[src/rtl/lpp_pkg.sv]
package lpp_pkg;

  localparam int unsigned ByteW  = 8;
  localparam int unsigned SizeW  = 24;
  localparam int unsigned LimitW = 24;

  localparam logic [ByteW-1:0] SpaceChar = 8'h20;
  localparam logic [ByteW-1:0] DigitZero = 8'h30;
  localparam logic [ByteW-1:0] DigitNine = 8'h39;

  localparam logic [LimitW-1:0] LimitReset = 24'd65535;

  typedef enum logic [2:0] {
    PhMethod = 3'd0,
    PhHsize  = 3'd1,
    PhHeader = 3'd2,
    PhHsep   = 3'd3,
    PhBsize  = 3'd4,
    PhBody   = 3'd5,
    PhDone   = 3'd6,
    PhError  = 3'd7
  } phase_e;

  typedef enum logic [1:0] {
    KindNone   = 2'd0,
    KindMethod = 2'd1,
    KindHeader = 2'd2,
    KindBody   = 2'd3
  } kind_e;

  typedef struct packed {
    logic [ByteW-1:0] data_byte;
    kind_e            field_kind;
    logic             field_end;
    logic [SizeW-1:0] size_value;
    logic             size_done;
    phase_e           phase;
  } result_t;

endpackage

[src/rtl/lpp_byte_if.sv]
interface lpp_byte_if;
  logic       valid;
  logic       ready;
  logic [7:0] in_byte;

  modport source (output valid, output in_byte, input ready);
  modport sink (input valid, input in_byte, output ready);
endinterface

[src/rtl/lpp_result_if.sv]
interface lpp_result_if;
  logic        valid;
  logic        ready;
  logic [7:0]  data_byte;
  logic [1:0]  field_kind;
  logic        field_end;
  logic [23:0] size_value;
  logic        size_done;
  logic [2:0]  phase;

  modport source (
    output valid, output data_byte, output field_kind, output field_end,
    output size_value, output size_done, output phase, input ready
  );
  modport sink (
    input valid, input data_byte, input field_kind, input field_end,
    input size_value, input size_done, input phase, output ready
  );
endinterface

[src/rtl/length_prefixed_request_parser.sv]
// length-prefixed request parser
// in_i carries one raw request byte per beat; out_o returns one tagged beat
// per input beat: data byte, field kind, field end, parsed length with its
// done flag, and the parse phase after that byte
// max_field_length_we_i / max_field_length_i load the length limit; write it
// only while no beat is in flight
// latency: a byte accepted at one edge shows on out_o after that edge,
// one cycle later
// throughput: one byte per cycle; the parse state and the output register
// both update at the accepting edge, so bytes may follow back to back
// stall: the output register holds its beat while out_o.ready is low, and
// in_i.ready drops only while that register is full and not draining
// reset: phase goes to method, the length accumulator and remaining count
// clear, the limit returns to 65535 and out_o goes empty
// after complete or error every byte yields a beat with only phase set,
// until the next reset
module length_prefixed_request_parser #(
  parameter int unsigned LENGTH_BITS = 24
) (
  input  logic                         clk_i,
  input  logic                         rst_ni,
  input  logic                         max_field_length_we_i,
  input  logic [lpp_pkg::LimitW-1:0]   max_field_length_i,
  lpp_byte_if.sink                     in_i,
  lpp_result_if.source                 out_o
);

  lpp_pkg::phase_e              phase_q;
  lpp_pkg::phase_e              phase_d;
  logic [LENGTH_BITS-1:0]       acc_q;
  logic [LENGTH_BITS-1:0]       acc_d;
  logic                         seen_q;
  logic                         seen_d;
  logic [LENGTH_BITS-1:0]       rem_q;
  logic [LENGTH_BITS-1:0]       rem_d;
  logic [lpp_pkg::LimitW-1:0]   limit_q;
  lpp_pkg::result_t             res;
  logic                         free;
  logic                         fire;

  assign in_i.ready = free;
  assign fire       = in_i.valid && free;

  lpp_step #(
    .LENGTH_BITS(LENGTH_BITS)
  ) u_step (
    .phase_i (phase_q),
    .acc_i   (acc_q),
    .seen_i  (seen_q),
    .rem_i   (rem_q),
    .byte_i  (in_i.in_byte),
    .limit_i (limit_q),
    .phase_o (phase_d),
    .acc_o   (acc_d),
    .seen_o  (seen_d),
    .rem_o   (rem_d),
    .res_o   (res)
  );

  lpp_out_stage u_out (
    .clk_i  (clk_i),
    .rst_ni (rst_ni),
    .load_i (fire),
    .res_i  (res),
    .free_o (free),
    .out_o  (out_o)
  );

  always_ff @(posedge clk_i or negedge rst_ni) begin
    if (!rst_ni) begin
      phase_q <= lpp_pkg::PhMethod;
      acc_q   <= '0;
      seen_q  <= 1'b0;
      rem_q   <= '0;
    end else if (fire) begin
      phase_q <= phase_d;
      acc_q   <= acc_d;
      seen_q  <= seen_d;
      rem_q   <= rem_d;
    end
  end

  always_ff @(posedge clk_i or negedge rst_ni) begin
    if (!rst_ni) begin
      limit_q <= lpp_pkg::LimitReset;
    end else if (max_field_length_we_i) begin
      limit_q <= max_field_length_i;
    end
  end

endmodule

[src/rtl/lpp_step.sv]
module lpp_step #(
  parameter int unsigned LENGTH_BITS = 24
) (
  input  lpp_pkg::phase_e                  phase_i,
  input  logic [LENGTH_BITS-1:0]           acc_i,
  input  logic                             seen_i,
  input  logic [LENGTH_BITS-1:0]           rem_i,
  input  logic [lpp_pkg::ByteW-1:0]        byte_i,
  input  logic [lpp_pkg::LimitW-1:0]       limit_i,
  output lpp_pkg::phase_e                  phase_o,
  output logic [LENGTH_BITS-1:0]           acc_o,
  output logic                             seen_o,
  output logic [LENGTH_BITS-1:0]           rem_o,
  output lpp_pkg::result_t                 res_o
);

  localparam int unsigned VW = LENGTH_BITS + 4;
  localparam int unsigned CW = (VW > lpp_pkg::LimitW) ? VW : lpp_pkg::LimitW;

  logic [VW-1:0]                          acc_x10;
  logic                                   over;
  logic [LENGTH_BITS-1:0]                 rem_dec;
  logic [LENGTH_BITS+lpp_pkg::SizeW-1:0]  acc_ext;
  logic                                   is_hdr;

  // acc*10 + digit, checked against the register limit and the width cap
  assign acc_x10 = (VW'(acc_i) << 3) + (VW'(acc_i) << 1) + VW'(byte_i[3:0]);
  assign over    = (CW'(acc_x10) > CW'(limit_i)) || (acc_x10[VW-1:LENGTH_BITS] != '0);
  assign rem_dec = (rem_i != '0) ? rem_i - LENGTH_BITS'(1) : rem_i;
  assign acc_ext = {{lpp_pkg::SizeW{1'b0}}, acc_i};

  always_comb begin
    phase_o = phase_i;
    acc_o   = acc_i;
    seen_o  = seen_i;
    rem_o   = rem_i;
    is_hdr  = 1'b0;
    res_o   = '0;
    case (phase_i)
      lpp_pkg::PhMethod: begin
        res_o.field_kind = lpp_pkg::KindMethod;
        if (byte_i == lpp_pkg::SpaceChar) begin
          res_o.field_end = 1'b1;
          phase_o         = lpp_pkg::PhHsize;
          acc_o           = '0;
          seen_o          = 1'b0;
        end else begin
          res_o.data_byte = byte_i;
        end
      end
      lpp_pkg::PhHsize, lpp_pkg::PhBsize: begin
        is_hdr = (phase_i == lpp_pkg::PhHsize);
        if (byte_i inside {[lpp_pkg::DigitZero:lpp_pkg::DigitNine]}) begin
          if (over) begin
            phase_o = lpp_pkg::PhError;
          end else begin
            acc_o  = acc_x10[LENGTH_BITS-1:0];
            seen_o = 1'b1;
          end
        end else if (byte_i == lpp_pkg::SpaceChar && seen_i) begin
          res_o.size_value = acc_ext[lpp_pkg::SizeW-1:0];
          res_o.size_done  = 1'b1;
          rem_o            = acc_i;
          if (acc_i != '0) begin
            phase_o = is_hdr ? lpp_pkg::PhHeader : lpp_pkg::PhBody;
          end else begin
            phase_o = is_hdr ? lpp_pkg::PhHsep : lpp_pkg::PhDone;
          end
          acc_o  = '0;
          seen_o = 1'b0;
        end else begin
          phase_o = lpp_pkg::PhError;
        end
      end
      lpp_pkg::PhHeader, lpp_pkg::PhBody: begin
        is_hdr           = (phase_i == lpp_pkg::PhHeader);
        res_o.data_byte  = byte_i;
        res_o.field_kind = is_hdr ? lpp_pkg::KindHeader : lpp_pkg::KindBody;
        rem_o            = rem_dec;
        if (rem_dec == '0) begin
          res_o.field_end = 1'b1;
          phase_o         = is_hdr ? lpp_pkg::PhHsep : lpp_pkg::PhDone;
        end
      end
      lpp_pkg::PhHsep: begin
        phase_o = lpp_pkg::PhBsize;
        acc_o   = '0;
        seen_o  = 1'b0;
      end
      default: begin
      end
    endcase
    res_o.phase = phase_o;
  end

endmodule

[src/rtl/lpp_out_stage.sv]
module lpp_out_stage (
  input  logic             clk_i,
  input  logic             rst_ni,
  input  logic             load_i,
  input  lpp_pkg::result_t res_i,
  output logic             free_o,
  lpp_result_if.source     out_o
);

  logic             valid_q;
  logic             valid_d;
  lpp_pkg::result_t res_q;

  // slot can take a new beat when empty or draining this cycle
  assign free_o = !valid_q || out_o.ready;

  always_comb begin
    valid_d = valid_q;
    if (load_i) begin
      valid_d = 1'b1;
    end else if (out_o.ready) begin
      valid_d = 1'b0;
    end
  end

  always_ff @(posedge clk_i or negedge rst_ni) begin
    if (!rst_ni) begin
      valid_q <= 1'b0;
    end else begin
      valid_q <= valid_d;
    end
  end

  always_ff @(posedge clk_i) begin
    if (load_i) begin
      res_q <= res_i;
    end
  end

  assign out_o.valid      = valid_q;
  assign out_o.data_byte  = res_q.data_byte;
  assign out_o.field_kind = res_q.field_kind;
  assign out_o.field_end  = res_q.field_end;
  assign out_o.size_value = res_q.size_value;
  assign out_o.size_done  = res_q.size_done;
  assign out_o.phase      = res_q.phase;

endmodule
[src/flat_wrapper.sv]
// flat-port wrapper written by rule: the top's interface ports become plain ports
module length_prefixed_request_parser_flat 
#(
  parameter int unsigned LENGTH_BITS = 24
)
  (clk_i, rst_ni, max_field_length_we_i, max_field_length_i, in_i_valid, in_i_in_byte, in_i_ready, out_o_valid, out_o_data_byte, out_o_field_kind, out_o_field_end, out_o_size_value, out_o_size_done, out_o_phase, out_o_ready);
  lpp_byte_if in_i_i ();
  lpp_result_if out_o_i ();
  input  logic clk_i;
  input  logic rst_ni;
  input  logic max_field_length_we_i;
  input  logic [lpp_pkg::LimitW-1:0] max_field_length_i;
  input wire logic [$bits(in_i_i.valid)-1:0] in_i_valid;
  input wire logic [$bits(in_i_i.in_byte)-1:0] in_i_in_byte;
  output wire logic [$bits(in_i_i.ready)-1:0] in_i_ready;
  output wire logic [$bits(out_o_i.valid)-1:0] out_o_valid;
  output wire logic [$bits(out_o_i.data_byte)-1:0] out_o_data_byte;
  output wire logic [$bits(out_o_i.field_kind)-1:0] out_o_field_kind;
  output wire logic [$bits(out_o_i.field_end)-1:0] out_o_field_end;
  output wire logic [$bits(out_o_i.size_value)-1:0] out_o_size_value;
  output wire logic [$bits(out_o_i.size_done)-1:0] out_o_size_done;
  output wire logic [$bits(out_o_i.phase)-1:0] out_o_phase;
  input wire logic [$bits(out_o_i.ready)-1:0] out_o_ready;
  assign in_i_i.valid = in_i_valid;
  assign in_i_i.in_byte = in_i_in_byte;
  assign in_i_ready = in_i_i.ready;
  assign out_o_valid = out_o_i.valid;
  assign out_o_data_byte = out_o_i.data_byte;
  assign out_o_field_kind = out_o_i.field_kind;
  assign out_o_field_end = out_o_i.field_end;
  assign out_o_size_value = out_o_i.size_value;
  assign out_o_size_done = out_o_i.size_done;
  assign out_o_phase = out_o_i.phase;
  assign out_o_i.ready = out_o_ready;
  length_prefixed_request_parser #(.LENGTH_BITS(LENGTH_BITS)) u_core (.clk_i(clk_i), .rst_ni(rst_ni), .max_field_length_we_i(max_field_length_we_i), .max_field_length_i(max_field_length_i), .in_i(in_i_i), .out_o(out_o_i));
endmodule
[config.mk]
export PLATFORM = sky130hd
export DESIGN_NAME = length_prefixed_request_parser_flat
export DESIGN_NICKNAME = d
export VERILOG_FILES = /design/src/rtl/lpp_pkg.sv /design/src/rtl/lpp_byte_if.sv /design/src/rtl/lpp_result_if.sv /design/src/rtl/length_prefixed_request_parser.sv /design/src/rtl/lpp_step.sv /design/src/rtl/lpp_out_stage.sv /design/src/flat_wrapper.sv
export SDC_FILE = /design/constraint.sdc
export NUM_CORES = 1
export LEC_CHECK = 0
export BUFFER_PORTS_ARGS = -buffer_cell sky130_fd_sc_hd__buf_2
export CAP_MARGIN = 20
export CORE_ASPECT_RATIO = 1.4
export CORE_MARGIN = 4
export CORE_UTILIZATION = 33
export DETAILED_ROUTE_END_ITERATION = 10
export PLACE_DENSITY = 0.52
export SYNTH_ARGS = -nofsm -noshare
export SYNTH_HDL_FRONTEND = slang
export SYNTH_HIERARCHICAL = 1
export SYNTH_SLANG_ARGS = --single-unit
export TNS_END_PERCENT = 5
[constraint.sdc]
create_clock -name clk_i -period 6.3 [get_ports clk_i]
set_clock_uncertainty 0.2 [all_clocks]
set_input_delay 1.26 -clock clk_i [delete_from_list [all_inputs] [get_ports clk_i]]
set_output_delay 1.26 -clock clk_i [all_outputs]
set_load 0.02 [all_outputs]
After elaboration in Yosys (flattened, before gate mapping)
Cells that the tools add are included.
W data, S select, Z words.
{"block": "totals", "word_cells": 83, "output_inout_bits": 41, "regBits": 116}
{"block": "classes", "n_eq_ne": 11, "addsub": 3, "bitwise": 2, "reduce_logical": 20, "n_lt_le_gt_ge": 3, "n_mux": 32}
{"cell": "$mux W24", "n": 7}
{"cell": "$pmux W24 S3", "n": 1}
{"cell": "$pmux W24 S2", "n": 1}
{"cell": "$reduce_bool A24 Y1", "n": 2}
{"cell": "$add A27 B25 Y28", "n": 1}
{"cell": "$add A28 B4 Y28", "n": 1}
{"cell": "$gt A28 B24 Y1", "n": 1}
{"cell": "$mux W3", "n": 9}
{"cell": "$logic_not A24 Y1", "n": 1}
{"cell": "$sub A24 B1 Y24 const B", "n": 1}
{"cell": "$pmux W11 S2", "n": 1}
{"cell": "$pmux W3 S4", "n": 1}
{"cell": "$mux W1", "n": 10}
{"cell": "$eq A8 B6 Y1 const B", "n": 1}
{"cell": "$ge A8 B6 Y1 const B", "n": 1}
{"cell": "$le A8 B6 Y1 const B", "n": 1}
{"cell": "$mux W8", "n": 1}
{"cell": "$eq A3 B2 Y1 const B", "n": 2}
{"cell": "$eq A3 B3 Y1 const B", "n": 2}
{"cell": "$ne A2 B2 Y1 const B", "n": 3}
{"cell": "$ne A3 B3 Y1 const B", "n": 2}
{"cell": "$reduce_or A2 Y1", "n": 3}
{"cell": "$reduce_and A5 Y1", "n": 1}
{"cell": "$reduce_and A4 Y1", "n": 1}
{"cell": "other kinds (11)", "n": 16}

Longest topological paths before layout
Gate-level depths: netlist of the first run.
{"block": "depth", "word_depth": 7, "ltp_mapped": 24, "mapped_depth_nobuf": 23}

By module
Netlist of the first run, hierarchy kept.
{"module": "lpp_step", "area_per_inst_um2": 4381.7, "instances": 1, "cells_each": 621, "seq_area_each_um2": 0.0}
{"module": "length_prefixed_request_parser", "area_per_inst_um2": 3055.4, "instances": 1, "cells_each": 162, "seq_area_each_um2": 1921.8}
{"module": "lpp_out_stage", "area_per_inst_um2": 1218.7, "instances": 1, "cells_each": 42, "seq_area_each_um2": 1196.1}

Worst setup path after synthesis of the first run
OpenSTA, ideal clock, no wires.
{"block": "synth_timing", "path_kind": "input to register", "from": "input in_i_in_byte[3]", "to": "register u_core.acc_q[18]", "slack_ns": 0.220, "arrival_ns": 5.754, "required_time_ns": 5.975, "cell_stages": 22, "n_path_buf": 1, "setup_time_ns": 0.125, "path_cell_list": "inv_1 -> fa_1 -> inv_1 -> fa_1 -> a211oi_1 -> o21ai_1 -> a21oi_2 -> o21ai_0 -> a21o_1 -> a21oi_1 -> xnor2_1 -> ha_1 -> nand3_1 -> nor4_1 -> a22oi_1 -> o21bai_1 -> a311oi_2 -> o2bb2ai_2 -> nand3_4 -> buf_6 -> a22o_1 -> mux2_4"}
{"item": "start, declared", "line": "flat_wrapper.sv:14", "rtl": "input wire logic [$bits(in_i_i.in_byte)-1:0] in_i_in_byte;"}
{"item": "$add A28 B4 Y28 (tied with other cells)", "line": "lpp_step.sv:27", "rtl": "assign acc_x10 = (VW'(acc_i) << 3) + (VW'(acc_i) << 1) + VW'(byte_i[3:0]);"}
{"item": "$mux W24 or $logic_and A1 B1 Y1 (tied branches)", "line": "lpp_step.sv:54, lpp_step.sv:53"}
{"item": "$mux W24 *", "line": "lpp_step.sv:53", "rtl": "if (byte_i inside {[lpp_pkg::DigitZero:lpp_pkg::DigitNine]}) begin"}
{"item": "$pmux W24 S3 *", "line": "lpp_step.sv:39", "rtl": "case (phase_i)"}
{"item": "via u_core.acc_d[18]", "line": "length_prefixed_request_parser.sv:31", "rtl": "logic [LENGTH_BITS-1:0] acc_d;"}
{"item": "end signal, assigned", "line": "length_prefixed_request_parser.sv:72", "rtl": "acc_q <= '0;"}
{"item": "end signal, assigned", "line": "length_prefixed_request_parser.sv:77", "rtl": "acc_q <= acc_d;"}
{"item": "end, declared", "line": "length_prefixed_request_parser.sv:30", "rtl": "logic [LENGTH_BITS-1:0] acc_q;"}
The timed path passes the listed nets; every way through them passes the cells marked *. The select of a mux whose other input is x is not followed.
A chain may end at the register's enable or synchronous reset.

Worst setup path after layout of the first run
{"block": "layout_timing", "from": "input in_i_in_byte[3]", "to": "register u_core.phase_q[1]"}
{"block": "layout_between", "elab_chain_len": 6}
{"item": "$add A28 B4 Y28", "line": "lpp_step.sv:27"}
{"item": "$gt A28 B24 Y1 or $reduce_bool A4 Y1 (tied branches)", "line": "lpp_step.sv:28", "rtl": "assign over = (CW'(acc_x10) > CW'(limit_i)) || (acc_x10[VW-1:LENGTH_BITS] != '0);"}
{"item": "$logic_or A1 B1 Y1", "line": "lpp_step.sv:28"}
{"item": "$mux W3", "line": "lpp_step.sv:54", "rtl": "if (over) begin"}
{"item": "$mux W3", "line": "lpp_step.sv:53"}
{"item": "$pmux W3 S4 *", "line": "lpp_step.sv:39"}
{"item": "via u_core.phase_d[1]", "line": "length_prefixed_request_parser.sv:29", "rtl": "lpp_pkg::phase_e phase_d;"}
{"item": "end signal, assigned", "line": "length_prefixed_request_parser.sv:71", "rtl": "phase_q <= lpp_pkg::PhMethod;"}
{"item": "end signal, assigned", "line": "length_prefixed_request_parser.sv:76", "rtl": "phase_q <= phase_d;"}
{"item": "end, declared", "line": "length_prefixed_request_parser.sv:28", "rtl": "lpp_pkg::phase_e phase_q;"}
The timed path passes the listed nets; every way through them passes the cells marked *.

==> flow_summary_export.csv, run 1 <==
group,metric,value,unit
synth,synth-async-reset-ratio,66.38,%
critical_path,worst_setup_path_start_kind,"input pin",
cells_and_area,multi_input_area,5186,um2
synth,netlist_area,8656,um2
critical_path,cp_max_fo,4,
synth,top_cell_type_s_share_of_synthesized_area,17.64,%
critical_path,crit_chain,"buf_2 -> inv_1 -> fa_1 -> inv_1 -> fa_1 -> a211oi_2 -> o21ai_2 -> a21oi_2 -> o21ai_0 -> a21o_1 -> a21oi_1 -> xnor2_1 -> ha_1 -> nand2_1 -> nor4_2 -> a22oi_1 -> o21bai_1 -> a311oi_2 -> buf_4 -> buf_4 -> nand4_1 -> a31oi_1 -> o211ai_2 -> mux2_4",
cells_and_area,fin_nets,1043,
timing,fin_hold_ws,0.3050,ns
global_routing,first_global_vias,6768,
floorplan,chipWidth,144.9,um
clocking,cts_buffer_count,17,
global_routing,antenna_violations_before_repair,0,
placed_design,place.detailed.hpwl,17190,um
critical_path,worst_ep_arrival_time,6.20,ns
synth,syn_avg_cell_area,10.49,um2
synth,synth.area.top_cells,"sky130_fd_sc_hd__dfrtp_1 (18%), sky130_fd_sc_hd__edfxtp_1 (14%), sky130_fd_sc_hd__ha_1 (11%), sky130_fd_sc_hd__mux2_4 (8.5%), sky130_fd_sc_hd__dfstp_2 (4.9%)",
synth,synth_edf_count,39,
synth,netlist_instances,825,
cells_and_area,register_area,3118,um2
cells_and_area,layout-drive-gt1-share,30.54,%
synth,yosysMostFrequentCell,"sky130_fd_sc_hd__ha_1",
route,totalWireLength,22680,um
clocking,cts_hold_buf,0,
hold_path,min-delay-path-class,"flop to flop",
synth,synth_area_leader_cell,"sky130_fd_sc_hd__dfrtp_1",
critical_path,timing.critical_path.max_delay_family,"compound AO/OA/AOI/OAI gates",
job,drv.max_cap_violation_count,0,
route,detailedRoute.firstIterationViolations,361,
power_and_ir_drop,power-per-cell-area,291.3,nW/um2
floorplan,design.die.area,28920,um2
critical_path,endpoint_kind,"flop",
clocking,clock_tree.buffer_depth,2,
floorplan,chip_height,199.6,um
route,route.vias.total,6716,
synth,synth-warning-count,6,
timing,drv_slew,0,
cells_and_area,filler_cell_count,2523,
global_routing,top_usage_layer,"met2",
timing,layout_min_cycle_time,6.087,ns
timing,max-slew-margin-rel,33.44,%
global_routing,overflow,0,
run_status,status,"complete, no violations",
global_routing,grt_max_degree,60,
global_routing,grt_use_met2,28.45,%
synth,synth_commonest_cells,"sky130_fd_sc_hd__ha_1 (74), sky130_fd_sc_hd__dfrtp_1 (61), sky130_fd_sc_hd__mux2_4 (49)",
timing,fin_tns_setup,0,ns
critical_path,reg2reg_depth,23,
placed_design,io_buffers,77,
route,route.detailed.vias_per_inst,5.322,
cells_and_area,layout.cell_area.non_filler,10220,um2
critical_path,path_class,"input pin to flop",
cells_and_area,utilization,39.85,%
clocking,cts_tree,"done",
placed_design,gp_congestion,0.8810,
global_routing,grt_util_met1,18.81,%
power_and_ir_drop,leakagePower,4.903,nW
synth,dominant_synthesized_flop_cell,"sky130_fd_sc_hd__dfrtp_1",
global_routing,grt_pass1_wl,36160,um
cells_and_area,antennaDiodeCount,0,
floorplan,floorplan.core_area,25640,um2
timing,setup_viol,0,
critical_path,crit_required,6.41,ns
global_routing,use_met3,2.897,%
clocking,cts-root-buf,"sky130_fd_sc_hd__clkbuf_16",
floorplan,io_pins,78,
timing,hold_viol_final,0,
route,detailedRoute.firstPassIterationCount,5,
critical_path,worst_path_largest_cell_delay,0.47,ns
power_and_ir_drop,vdd_ir_drop_max,0.0002046,V
cells_and_area,post_synthesis_to_final_layout_area_growth,18.05,%
synth,synth_seq_cells,116,
critical_path,critical_path_buf_inv_count,5,
clocking,cts_htree_levels,4,
clocking,tritoncts_num_sinks,116,
clocking,clock_insertion_delay_worst_skew,0.43,ns
route,drt_drc_violations_left,0,
timing,max_freq,164.3,MHz
timing,finalCritPeriodShare,96.61,%
route,avgRoutedWirePerCell,17.97,um
critical_path,worstSetupPathDepth,24,
clocking,clk_transition_reported_paths,0.06,ns
placed_design,post_dp_cell_area,9572,um2
synth,sequential_to_total_area_share_from_yosys_stat,36.02,%
global_routing,track_usage,16.09,%
floorplan,placement_rows,69,
floorplan,initial_core_util,33.76,%
critical_path,critical_path.slowest_cell,"sky130_fd_sc_hd__fa_1",
timing,tightestPinTransition,0.9984,ns
route,antenna_violating_nets_post_route,0,
hold_path,worst_hold_path.num_cells,1,
synth,synth_nets,938,
synth,synth_cell_type_count,82,
critical_path,setup.reg_to_reg.worst_slack,0.54,ns
==> layout make-up <==
| cell class | instances | share of cell area [%] |
|---|---|---|
| multi-input cells | 627 | 50.75 |
| clock inverters | 14 | 1.592 |
| repair buffers | 122 | 7.347 |
| well taps | 319 | 3.906 |
| flip-flops and latches | 116 | 30.51 |
| inverters | 46 | 1.690 |
| clock buffers | 18 | 4.200 |
==> kinds of logic after synthesis <==
family	synth area share, %
AOI/OAI and AO/OA	17.03
xor gates and xnor gates	2.616
adders and majority gates	11.39
buffers and inverters	4.799
DFF	36.02
muxes	12.37
and+or+nand+nor	15.77
==> registers in the layout, indices dropped and copies added (netlist names) <==
signal,count
u_core/acc_q,24
u_core/u_out/out_o.size_done,1
u_core/limit_q,24
u_core/u_out/out_o.field_end,1
u_core/seen_q,1
u_core/u_out/out_o.valid,1
u_core/u_out/out_o.size_value,24
u_core/u_out/out_o.data_byte,8
u_core/u_out/out_o.field_kind,2
u_core/rem_q,24
u_core/phase_q,3
u_core/u_out/out_o.phase,3
==> layout by cell type, fill, tap and decap left out, types with 20 or more instances in the layout <==
cell                       count
sky130_fd_sc_hd__and2_1       28
sky130_fd_sc_hd__dfrtp_1      61
sky130_fd_sc_hd__mux2_2       28
sky130_fd_sc_hd__buf_4        44
sky130_fd_sc_hd__mux2_4       49
sky130_fd_sc_hd__buf_2        76
sky130_fd_sc_hd__a21oi_1      36
sky130_fd_sc_hd__edfxtp_1     39
sky130_fd_sc_hd__a22o_1       23
sky130_fd_sc_hd__ha_1         74
sky130_fd_sc_hd__nor3_1       20
sky130_fd_sc_hd__o21ai_0      42
sky130_fd_sc_hd__nand2_1      46
sky130_fd_sc_hd__inv_1        45
sky130_fd_sc_hd__nor2_1       45
==> final timing paths <==
| check | from | to |
|---|---|---|
| setup / recovery | in_i_in_byte[3] | u_core/phase_q[1]$_DFFE_PN0P_ |
| min in group asynchronous | rst_ni | u_core/rem_q[19]$_DFFE_PN0P_ |
| setup reg to reg | u_core/acc_q[2]$_DFFE_PN0P_ | u_core/phase_q[1]$_DFFE_PN0P_ |
| hold / removal | u_core/limit_q[17]$_DFFE_PN0P_ | u_core/limit_q[17]$_DFFE_PN0P_ |
| hold reg to reg | u_core/limit_q[17]$_DFFE_PN0P_ | u_core/limit_q[17]$_DFFE_PN0P_ |
| max in group asynchronous | rst_ni | u_core/acc_q[2]$_DFFE_PN0P_ |
==> metrics by stage <==
stage | cells | worst slack, ns | power [mW]
2_1_floorplan | 825 | 0.2205 | 1.776
3_3_place_gp | 1230 | -0.2364 | 1.994
3_5_place_dp | 1230 | -0.3230 | 2.000
4_1_cts | 1262 | 0.1320 | 3.003
5_1_grt | 1262 | -0.01542 | 3.147
6_report | 1262 | 0.2134 | 2.977
==> report_power, final <==
part | total [mW] | switching, mW | internal (mW)
logic | 0.948 | 0.524 | 0.424
registers | 1.05 | 0.164 | 0.885
clock network | 0.980 | 0.363 | 0.616
==> routing by layer <==
metal / up-vias / part of all wire [%]
met2: 174 / 52
met1: 3179 / 41
met3: 46 / 3.6
met4: 0 / 3.2
met5: - / 0
li1: 3317 / -
==> what timing repair did <==
item / CTS / global route
setup endpoints to repair: 0 / 30
hold endpoints to repair: 0 / 0
buffers inserted: 0 / 0
resized for setup: 0 / 13
Power figures use the tool's default switching activity.
==> run 2, diff against run 1 <==
--- a/config.mk
+++ b/config.mk
@@ -6,12 +6,11 @@
 export NUM_CORES = 1
 export LEC_CHECK = 0
 export BUFFER_PORTS_ARGS = -buffer_cell sky130_fd_sc_hd__buf_2
-export CAP_MARGIN = 20
 export CORE_ASPECT_RATIO = 1.4
 export CORE_MARGIN = 4
-export CORE_UTILIZATION = 33
+export CORE_UTILIZATION = 24
 export DETAILED_ROUTE_END_ITERATION = 10
-export PLACE_DENSITY = 0.52
+export PLACE_DENSITY = 0.42
 export SYNTH_ARGS = -nofsm -noshare
 export SYNTH_HDL_FRONTEND = slang
 export SYNTH_HIERARCHICAL = 1
==> flow_summary_export.csv, run 2 (synthesis gave the netlist of run 1 again) <==
group,metric,value,unit
power_and_ir_drop,vdd_ir_drop_max,0.0001444,V
power_and_ir_drop,power.share.combinational,31.0,%
critical_path,critical_path_buf_inv_count,5,
placed_design,io_buffers,77,
global_routing,overflow,0,
placed_design,placed_cells,1374,
cells_and_area,multi_input_area,5204,um2
clocking,cts-root-buf,"sky130_fd_sc_hd__clkbuf_16",
timing,tightestPinTransition,1.033,ns
clocking,tritoncts_num_sinks,116,
clocking,clk_transition_reported_paths,0.06,ns
timing,rsz0062_at_grt,"false",
cells_and_area,commonest_non_fill_non_tap_cell_in_the_layout,"sky130_fd_sc_hd__buf_2",
floorplan,floorplan.core_area,35700,um2
route,drt_drc_violations_left,0,
critical_path,endpoint_kind,"flop",
cells_and_area,filler_cell_count,3805,
route,detailedRoute.firstIterationViolations,357,
global_routing,antenna_violations_before_repair,0,
cells_and_area,layout.cell_area.non_filler,10460,um2
placed_design,place.detailed.hpwl,18920,um
route,avgRoutedWirePerCell,17.53,um
timing,max-slew-margin-rel,31.11,%
floorplan,design.die.area,39210,um2
cells_and_area,register_area,3118,um2
floorplan,io_pins,78,
timing,layout_min_cycle_time,5.985,ns
clocking,cts_tree,"done",
hold_path,hold-path-endpoint,"u_core/limit_q[17]$_DFFE_PN0P_",
timing,drv_slew,0,
clocking,cts.repair_timing.setup_buffer_count,0,
route,route.vias.total,6764,
timing,hold_viol_final,0,
power_and_ir_drop,p_sw,1.054,mW
critical_path,cp_max_fo,4,
critical_path,crit_required,6.42,ns
power_and_ir_drop,total_power,3.070,mW
timing,fin_tns_setup,0,ns
power_and_ir_drop,power-per-cell-area,293.5,nW/um2
placed_design,gp_congestion,0.8399,
power_and_ir_drop,power_frac_clock,34.8,%
cells_and_area,fin_nets,1044,
floorplan,placement_rows,82,
hold_path,hold_path_start,"u_core/limit_q[17]$_DFFE_PN0P_",
power_and_ir_drop,seq_power_share,34.2,%
timing,finalCritPeriodShare,95.00,%
route,antenna_violating_nets_post_route,0,
critical_path,setup.reg_to_reg.worst_slack,0.74,ns
cells_and_area,instances_no_fill,1405,
power_and_ir_drop,leakagePower,4.941,nW
critical_path,worst_ep_arrival_time,6.11,ns
power_and_ir_drop,cell_internal_pwr,2.017,mW
cells_and_area,layout-drive-gt1-share,30.86,%
critical_path,reg2reg_depth,22,
critical_path,path_class,"input pin to flop",
critical_path,worst_r2r_startpoint,"u_core/acc_q[5]$_DFFE_PN0P_",
critical_path,critical_path.slowest_cell,"sky130_fd_sc_hd__fa_1",
route,detailedRoute.firstPassIterationCount,5,
hold_path,min-delay-path-class,"flop to flop",
global_routing,track_usage,12.67,%
hold_path,worst_hold_path.num_cells,1,
critical_path,worstReg2RegEnd,"u_core/phase_q[1]$_DFFE_PN0P_",
global_routing,first_global_vias,6888,
route,totalWireLength,24620,um
floorplan,initial_core_util,24.24,%
run_status,status,"complete, no violations",
cells_and_area,most_frequent_cells_in_the_layout,"sky130_fd_sc_hd__buf_2 (76), sky130_fd_sc_hd__ha_1 (74), sky130_fd_sc_hd__dfrtp_1 (61), sky130_fd_sc_hd__mux2_4 (49), sky130_fd_sc_hd__nand2_1 (46)",
cells_and_area,antennaDiodeCount,0,
global_routing,grt_pass1_wl,38660,um
clocking,cts_htree_levels,4,
critical_path,timing.critical_path.max_delay_family,"compound AO/OA/AOI/OAI gates",
critical_path,worst_path_largest_cell_delay,0.47,ns
floorplan,chip_height,232.7,um
global_routing,grt_max_degree,55,
route,route.detailed.vias_per_inst,4.814,
cells_and_area,post_synthesis_to_final_layout_area_growth,20.84,%
timing,setup_viol,0,
floorplan,chipWidth,168.5,um
clocking,cts_buffer_count,17,
clocking,clock_insertion_delay_worst_skew,0.44,ns
power_and_ir_drop,power_switching_share,34.32,%
job,drv.max_cap_violation_count,0,
clocking,clock_tree.buffer_depth,2,
critical_path,worst_setup_path_start_kind,"input pin",
placed_design,post_dp_cell_area,9758,um2
timing,max_freq,167.1,MHz
## run 2: how the worst max path moves through the flow
| stage | slack, ns | from | endpoint | depth (start not counted) |
|---|---|---|---|---|
| 3_5_place_dp | -0.59 | in_i_in_byte[3] | u_core/phase_q[1]$_DFFE_PN0P_ | 25 |
| 6_report | 0.31 | in_i_in_byte[3] | u_core/phase_q[1]$_DFFE_PN0P_ | 25 |
| 5_1_grt | 0.006 | in_i_in_byte[3] | u_core/phase_q[1]$_DFFE_PN0P_ | 26 |
| 2_1_floorplan | 0.22 | in_i_in_byte[3] | u_core/acc_q[18]$_DFFE_PN0P_ | 22 |
| 4_1_cts | 0.12 | in_i_in_byte[3] | u_core/phase_q[1]$_DFFE_PN0P_ | 24 |
| 3_3_place_gp | -0.56 | in_i_in_byte[3] | u_core/phase_q[1]$_DFFE_PN0P_ | 25 |
## run 2: per-layer routing
metal,track usage (%),vias up,share of wire [%]
li1,-,3313,-
met1,14.73,3303,42
met2,23.25,119,53
met3,2.396,29,2.7
met4,4.161,0,1.8
met5,0,-,0
## run 2: what timing repair did
action,CTS,global route
gates cloned,0,0
hold buffers,0,0
setup endpoints to repair,30,30
gates resized for setup,2,16
pin swaps,0,4
## run 2: final cells by class
cell class	instances	area share, %
clock inverters	11	1.746
flip-flops and latches	116	29.81
clock buffers	20	4.270
inverters	46	1.651
repair buffers	123	7.249
multi-input cells	627	49.75
well taps	462	5.526
## run 2: metrics by stage
stage	setup WS, ns	hold WS (ns)	util, %
floorplan	0.2205	0.2759	-
global placement	-0.5636	0.2926	27.33
detailed placement	-0.5866	0.2977	27.33
CTS	0.1201	0.3101	29.11
global route	0.006024	0.3203	29.30
finish	0.3149	0.3076	29.30
## run 2: worst reg2reg max path, delay by kind of cell, from the launching register on
kind,cells,cell delay [ns]
AO/OA/AOI/OAI,13,2.67
XOR/XNOR,1,0.16
adder cells (fa/ha/maj),3,0.99
buffers and inverters,2,0.27
flip-flops,1,0.47
multiplexers,1,0.28
AND/OR/NAND/NOR,2,0.43
## run 2: power groups by stage
stage          clock, mW  combinational, mW  sequential, mW
3_3_place_gp           0              0.949            1.06
4_1_cts             1.11              0.957            1.05
2_1_floorplan          0              0.759            1.02
3_5_place_dp           0              0.954            1.06
5_1_grt             1.13               1.05            1.07
6_report            1.07              0.951            1.05
==> run 3, diff against run 2 <==
--- a/config.mk
+++ b/config.mk
@@ -11,6 +11,7 @@
 export CORE_UTILIZATION = 24
 export DETAILED_ROUTE_END_ITERATION = 10
 export PLACE_DENSITY = 0.42
+export RECOVER_POWER = 25
 export SYNTH_ARGS = -nofsm -noshare
 export SYNTH_HDL_FRONTEND = slang
 export SYNTH_HIERARCHICAL = 1
==> flow_summary_export.csv, run 3 (synthesis gave the netlist of run 1 again) <==
group,metric,value,unit
global_routing,track_usage,12.67,%
cells_and_area,filler_cell_count,3809,
cells_and_area,multi_input_area,5204,um2
power_and_ir_drop,total_power,3.069,mW
global_routing,grt_pass1_wl,38660,um
clocking,clock_insertion_delay_worst_skew,0.44,ns
critical_path,worst_r2r_startpoint,"u_core/acc_q[5]$_DFFE_PN0P_",
run_status,status,"finished, violations left",
timing,finalCritPeriodShare,95.09,%
floorplan,floorplan.core_area,35700,um2
cells_and_area,register_area,3118,um2
floorplan,chipWidth,168.5,um
timing,fin_hold_ws,0.3077,ns
global_routing,grt_max_degree,55,
floorplan,design.die.area,39210,um2
critical_path,worst_setup_path_start_kind,"input pin",
critical_path,timing.critical_path.to,"u_core/phase_q[1]$_DFFE_PN0P_",
power_and_ir_drop,power.share.combinational,31.0,%
power_and_ir_drop,vdd_ir_drop_max,0.0001445,V
hold_path,min-delay-path-class,"flop to flop",
cells_and_area,most_frequent_cells_in_the_layout,"sky130_fd_sc_hd__buf_2 (75), sky130_fd_sc_hd__ha_1 (74), sky130_fd_sc_hd__dfrtp_1 (61), sky130_fd_sc_hd__mux2_4 (49), sky130_fd_sc_hd__nand2_1 (46)",
critical_path,worstReg2RegEnd,"u_core/phase_q[1]$_DFFE_PN0P_",
timing,drv_slew,55,
global_routing,first_global_vias,6888,
timing,tightestPinTransition,3.337,ns
clocking,cts_htree_levels,4,
clocking,cts-root-buf,"sky130_fd_sc_hd__clkbuf_16",
route,route.detailed.vias_per_inst,4.809,
timing,max-slew-margin-rel,-122.5,%
timing,max_freq,166.9,MHz
timing,hold_viol_final,0,
cells_and_area,post_synthesis_to_final_layout_area_growth,20.74,%
clocking,tritoncts_num_sinks,116,
route,route.vias.total,6756,
critical_path,endpoint_kind,"flop",
route,antenna_violating_nets_post_route,0,
clocking,clk_transition_reported_paths,0.06,ns
timing,rsz0062_at_grt,"false",
route,totalWireLength,24620,um
cells_and_area,fin_nets,1044,
clocking,clock_tree.buffer_depth,2,
critical_path,cp_max_fo,4,
job,drv.max_cap_violation_count,1,
critical_path,critical_path_source,"in_i_in_byte[3]",
power_and_ir_drop,power_frac_clock,34.8,%
floorplan,placement_rows,82,
global_routing,overflow,0,
cells_and_area,antennaDiodeCount,0,
floorplan,chip_height,232.7,um
hold_path,hold_path_start,"u_core/limit_q[17]$_DFFE_PN0P_",
critical_path,worst_ep_arrival_time,6.11,ns
critical_path,crit_required,6.42,ns
clocking,cts_hold_buf,0,
power_and_ir_drop,seq_power_share,34.2,%
critical_path,path_class,"input pin to flop",
route,detailedRoute.firstPassIterationCount,5,
placed_design,io_buffers,77,
hold_path,worst_hold_path.num_cells,1,
route,detailedRoute.firstIterationViolations,356,
floorplan,initial_core_util,24.24,%
power_and_ir_drop,p_sw,1.053,mW
critical_path,setup.reg_to_reg.worst_slack,0.73,ns
placed_design,place.detailed.hpwl,18920,um
route,drt_drc_violations_left,0,
critical_path,reg2reg_depth,22,
power_and_ir_drop,power_switching_share,34.32,%
cells_and_area,commonest_non_fill_non_tap_cell_in_the_layout,"sky130_fd_sc_hd__buf_2",
global_routing,antenna_violations_before_repair,0,
timing,setup_viol,0,
run_status,violations_in_the_final_reports,"max-capacitance violations, max-slew violations",
clocking,cts_buffer_count,17,
power_and_ir_drop,power-per-cell-area,293.7,nW/um2
timing,layout_min_cycle_time,5.991,ns
power_and_ir_drop,leakagePower,4.931,nW
floorplan,io_pins,78,
power_and_ir_drop,cell_internal_pwr,2.016,mW
clocking,cts_tree,"done",
placed_design,gp_congestion,0.8399,
route,avgRoutedWirePerCell,17.52,um
cells_and_area,layout-drive-gt1-share,30.43,%
## run 3: how the worst min path moves through the flow
stage	to	slack [ns]
3_5_place_dp	u_core/limit_q[16]$_DFFE_PN0P_	0.30
6_report	u_core/limit_q[17]$_DFFE_PN0P_	0.31
5_1_grt	u_core/limit_q[16]$_DFFE_PN0P_	0.32
2_1_floorplan	u_core/rem_q[16]$_DFFE_PN0P_	0.28
3_3_place_gp	u_core/limit_q[18]$_DFFE_PN0P_	0.29
4_1_cts	u_core/limit_q[16]$_DFFE_PN0P_	0.31
## run 3: repair_timing
action                                  4_1_cts  5_1_grt
endpoints found under the setup margin       30       30
pin swaps                                     0        4
gates resized for setup                       2       16
gates cloned                                  0        0
setup buffers                                 0        0
## run 3: power by group through the flow
| stage | Clock, mW | Combinational [mW] | Sequential (mW) |
|---|---|---|---|
| floorplan | 0 | 0.759 | 1.02 |
| global placement | 0 | 0.949 | 1.06 |
| detailed placement | 0 | 0.954 | 1.06 |
| CTS | 1.11 | 0.957 | 1.05 |
| global route | 1.13 | 1.05 | 1.07 |
| finish | 1.07 | 0.950 | 1.05 |
## run 3: metrics by stage
stage / setup TNS [ns] / util (%) / instance area [um2] / cells / setup slack, ns
after floorplan: 0 / - / 8656 / 825 / 0.2205
after global placement: -15.65 / 27.33 / 9758 / 1374 / -0.5636
after detailed placement: -16.19 / 27.33 / 9758 / 1374 / -0.5866
after CTS: 0 / 29.11 / 10390 / 1405 / 0.1201
after global routing: 0 / 29.27 / 10450 / 1405 / 0.006024
final: 0 / 29.27 / 10450 / 1405 / 0.3093
## run 3: final cells by class
| type | instances | share of cell area (%) |
|---|---|---|
| Clock inverter | 11 | 1.748 |
| Tap cell | 462 | 5.531 |
| Timing Repair Buffer | 123 | 7.171 |
| Sequential cell | 116 | 29.83 |
| Multi-Input combinational cell | 627 | 49.79 |
| Inverter | 46 | 1.652 |
| Clock buffer | 20 | 4.274 |
## run 3: per-layer routing
metal	vias to the layer above	routed length, um	GRT usage (%)	part of all wire [%]
li1	3312	-	-	-
met1	3306	10430	14.73	42
met2	112	13090	23.25	53
met3	26	661	2.396	2.7
met4	0	435	4.161	1.8
met5	-	0	0	0
## run 3: critical path, cell delays in order
cell and delay, ns:
sky130_fd_sc_hd__buf_2 0.09, sky130_fd_sc_hd__inv_1 0.06, sky130_fd_sc_hd__fa_1 0.47, sky130_fd_sc_hd__inv_1 0.07, sky130_fd_sc_hd__fa_2 0.40, sky130_fd_sc_hd__a211oi_2 0.30
sky130_fd_sc_hd__o21ai_2 0.14, sky130_fd_sc_hd__a21oi_2 0.20, sky130_fd_sc_hd__o21ai_1 0.14, sky130_fd_sc_hd__a21o_1 0.21, sky130_fd_sc_hd__a21oi_1 0.17, sky130_fd_sc_hd__xnor2_1 0.17
sky130_fd_sc_hd__ha_1 0.29, sky130_fd_sc_hd__nor2_1 0.17, sky130_fd_sc_hd__nor3_1 0.07, sky130_fd_sc_hd__a22oi_1 0.16, sky130_fd_sc_hd__a22oi_1 0.11, sky130_fd_sc_hd__o21bai_2 0.23
sky130_fd_sc_hd__a311oi_2 0.24, sky130_fd_sc_hd__buf_4 0.16, sky130_fd_sc_hd__buf_4 0.11, sky130_fd_sc_hd__nand4_1 0.22, sky130_fd_sc_hd__a31oi_1 0.29, sky130_fd_sc_hd__o211ai_2 0.10
sky130_fd_sc_hd__mux2_4 0.28
